File: src/hdl/ffba_pkg.sv
// ----------------------------------------------------------------------------
// ffba_pkg
// Shared types and constants of the first-fit block allocator.
// ----------------------------------------------------------------------------
package ffba_pkg;

  localparam int NUM_BLOCKS_D  = 1024;
  localparam int BLOCK_BYTES_D = 64;

  // used-map memory word
  localparam int MAP_W   = 32;
  localparam int MAP_SH  = 5;

  // fixed field widths
  localparam int BYTES_W = 17;
  localparam int PBLK_W  = 11;
  localparam int ADDR_W  = 32;

  localparam logic FUNC_ALLOC = 1'b0;
  localparam logic FUNC_FREE  = 1'b1;

  localparam logic CFG_POOL_BASE   = 1'b0;
  localparam logic CFG_POOL_BLOCKS = 1'b1;

  typedef enum logic [1:0] {
    ST_OK      = 2'd0,
    ST_INVALID = 2'd1,
    ST_NOGAP   = 2'd2
  } status_t;

endpackage

File: src/hdl/ffba_div.sv
// ----------------------------------------------------------------------------
// ffba_div
// Quotient by the block size, a power of two: one registered shift, with done
// raised in the cycle after start.
// ----------------------------------------------------------------------------
module ffba_div #(
  parameter int DIVISOR = ffba_pkg::BLOCK_BYTES_D,
  parameter int NUM_W   = 33
) (
  input  logic             clk,
  input  logic             rst_n,
  input  logic             start,
  input  logic [NUM_W-1:0] num,
  output logic             done,
  output logic [NUM_W-1:0] quot
);

  localparam int SH = $clog2(DIVISOR);

  logic [NUM_W-1:0] quo_r;
  logic             done_r;

  always_ff @(posedge clk) begin
    if (!rst_n) begin
      done_r <= 1'b0;
    end else begin
      done_r <= start;
      // hold the quotient until the next start
      if (start) begin
        quo_r <= num >> SH;
      end
    end
  end

  assign done = done_r;
  assign quot = quo_r;

endmodule

File: config.mk
export PLATFORM = sky130hd
export DESIGN_NAME = ffba_div
export DESIGN_NICKNAME = d
export VERILOG_FILES = /design/src/hdl/ffba_pkg.sv /design/src/hdl/ffba_div.sv
export SDC_FILE = /design/constraint.sdc
export NUM_CORES = 1
export LEC_CHECK = 0
export ABC_AREA = 1
export BUFFER_PORTS_ARGS = -buffer_cell sky130_fd_sc_hd__buf_2
export CAP_MARGIN = 20
export CORE_AREA = 2 2 53 55
export CTS_CLUSTER_SIZE = 14
export DETAILED_ROUTE_END_ITERATION = 8
export DIE_AREA = 0 0 55 57
export MAX_ROUTING_LAYER = met4
export PLACE_DENSITY = 0.74
export SLEW_MARGIN = 10
export SYNTH_ARGS = -nofsm -noshare
export SYNTH_HDL_FRONTEND = slang
export SYNTH_SLANG_ARGS = --single-unit
File: constraint.sdc
create_clock -name clk -period 1.15 [get_ports clk]
set_input_delay 0.0575 -clock clk [delete_from_list [all_inputs] [get_ports clk]]
set_output_delay 0.0575 -clock clk [all_outputs]
set_load 0.01 [all_outputs]
# After elaboration in Yosys (flattened, before gate mapping)
# Cells that the tools add are included.
# totals
ff_bits,28
inputBits,36
out_inout_bits,34
word_cells,3
# classes
n_reduce_logical,1
# op_table
operator,count
2-bit AND reduction,1

# Longest topological paths before layout
# depth
depth_word,1
ltp_mapped,2

# Least setup slack after synthesis
# Ideal clock, no wire load.
# synth_timing
kind,input -> register
start,in rst_n
end,"reg quo_r[0] (netlist: quot[0]), enable pin"
t_arrival_ps,651
setup_slack_ps,117
cell_stages,2
cell_sequence,nand2_1 -> inv_1
# synth_via
elab_chain_len,1
# synth_lines
element,line,rtl
"start, declared",ffba_div.sv:11,"input logic rst_n,"
2-bit AND reduction (no source line),n/a,
"end signal, assigned",ffba_div.sv:30,quo_r <= num >> SH;
"end, declared",ffba_div.sv:20,logic [NUM_W-1:0] quo_r;
# No other way between the ends.
# A chain may end at the register's enable or synchronous reset.

# Final worst setup path
# layout_timing
start,in rst_n
end,"reg quo_r[5] (netlist: quot[5]), enable pin"
# The elaborated chain is that of the path after synthesis.

==> flow_summary.yaml <==
critical_path:
  crit_path_max_fanout: 14
  path_class: "in2reg"
  worst-endpoint-required_ps: 1190
  worstSetupEndpointType: "register"
  arrival_ps: 1070
  worst_setup_path_start_kind: "input pin"
synth:
  syn_area_um2: 891
  synth_area_leaders: "edfxtp_1 (91%), buf_4 (5.1%), dfxtp_1 (2.2%), inv_1 (0.84%), conb_1 (0.42%)"
  synth_top_area_share_pct: 91.0
  synthCells: 38
  ys_seq_area_share_pct: 93.3
  ys_ff_latch: 28
  avgSynthCellArea_um2: 23.4
  yosys_warnings: 0
  synth_cell_types: 6
  synth_area_leader_cell: "edfxtp_1"
global_routing:
  grt_pass1_vias: 647
  track_usage_pct: 13.3
  antenna_found_initial: 0
  grt_max_degree: 16
  grt_pass1_wl_mm: 2.80
  grt_overflow_total: 0
routing:
  dr.pass1.iters: 2
  post_drt_wl_per_cell_um: 11.1
  vias_per_cell: 3.91
  ant_nets: 0
  wl_mm: 1.77
  drtIter0Drc: 5
  vias: 626
  drc: 0
status:
  outcome: "finished, final reports clean"
floorplan:
  die_area_mm2: 0.00314
  die_y_um: 57
  die_w_um: 55
  io_pins: 70
  initial_core_util_pct: 34.1
  coreArea_mm2: 0.00262
  rows: 19
timing:
  drv_slew: 0
  finalCriticalPeriod_ps: 1030
  fin_setup_tns_ps: 0
  hold_viol_final: 0
  fmax_mhz: 967
  rsz0062_at_grt: "no"
  post-route-period-util_pct: 89.9
  setup_violations: 0
power_and_ir_drop:
  ir_drop_mv: 0.997
  power.total_mw: 1.85
  p_per_area_mw_per_mm2: 1200
  p_leak_nw: 0.678
finish:
  multi_input_area_um2: 26.3
  nNetsFinal: 166
  drive_above_1_share_pct: 48.1
  syn2layout_area_growth_pct: 73.5
  fill_cells: 215
  diodes: 0
  final-instance-count-excl-fill: 160
  seqCellArea_um2: 831
  fin_area_mm2: 0.00155
clocking:
  clk_pin_slew_ps: 130
  cts_setup_buffers: 0
  root_buffer: "clkbuf_4"
  numCtsBuffers: 3
  clockBufferDepth: 2
  cts_htree_levels: 1
  clock-sinks: 28
  cts_tree: "done"
hold_path:
  holdCritPathClass: "in2reg"
  holdPathStages: 2
  worstHoldEndpoint: "quot[21]"
  min_from: "num[27]"
placement:
  placed_cell_area_mm2: 0.00123
  dp_cells: 127
  io_buffers: 57
  gp_congestion: 0.640
flow_run:
  drv_cap: 0
## metal layers
layer | wire length [um] | global-route usage (%) | up-vias
met5 | 0 | - | -
met2 | 977 | 23.0 | 38
li1 | - | - | 310
met1 | 641 | 13.6 | 278
met4 | 0 | 5.23 | 0
met3 | 156 | 3.93 | 0
## cell type report
class / instances / share of cell area [%]
multi-input cells: 7 / 1.70
flip-flops and latches: 28 / 53.8
well taps: 31 / 2.51
inverters: 2 / 0.486
clock buffers: 4 / 1.70
repair buffers: 88 / 39.8
## worst max path at each step
stage	to	start	depth (start not counted)	slack, ps
after global routing	quot[26]	rst_n	5	110
after CTS	done	start	5	40
after global placement	quot[24]	rst_n	4	360
final	quot[5]	rst_n	5	120
after detailed placement	quot[9]	rst_n	4	330
after floorplan	quot[0]	rst_n	2	120
## critical path, cell delays in order
cell	delay, ps
dlygate4sd3_1	530
buf_2	100
nand2_1	60
inv_1	150
buf_12	170
## cells in the final DEF, fill, tap and decap left out, drive strengths merged
cell | synthesis | layout
clkbuf | 0 | 4
conb | 1 | 6
inv | 2 | 2
edfxtp | 27 | 27
nand2 | 1 | 1
dlygate4sd3 | 0 | 29
dfxtp | 1 | 1
buf | 6 | 59
## through the flow
| step | utilization [%] | hold slack, ps | worst slack (ps) |
|---|---|---|---|
| after floorplan | - | 156 | 117 |
| after global placement | 47.0 | 235 | 360 |
| after detailed placement | 47.0 | 236 | 329 |
| after CTS | 59.1 | 299 | 44.5 |
| after global routing | 59.1 | 412 | 113 |
| final | 59.1 | 444 | 116 |
## timing repair
item                                    CTS  global route
hold endpoints to repair                 28             1
gates resized for setup                   0             0
endpoints found under the setup margin    0             1
hold buffers                             29             1
## sequential cells by signal, summed over array words and instances (netlist names)
signal  count
done        1
quot       27
## report_power, final
| part | internal [mW] | total, mW | leakage, nW | switching (mW) |
|---|---|---|---|---|
| combinational | 0.154 | 0.264 | 0.401 | 0.110 |
| sequential | 1.19 | 1.21 | 0.262 | 0.0143 |
| clock | 0.135 | 0.384 | 0.0150 | 0.248 |
| total | 1.48 | 1.85 | 0.678 | 0.373 |
## synth_stat cells
cell type  instances
conb_1             1
buf_4              6
inv_1              2
nand2_1            1
dfxtp_1            1
edfxtp_1          27
## cells by family (layout without fill, tap and decap cells)
family	count (synthesis)	in the layout	synth area share, %
simple gates	1	1	0.421
other cells	1	6	0.421
buf+inv	8	94	5.90
flops	28	28	93.3
(Power assumes the default switching activity.)
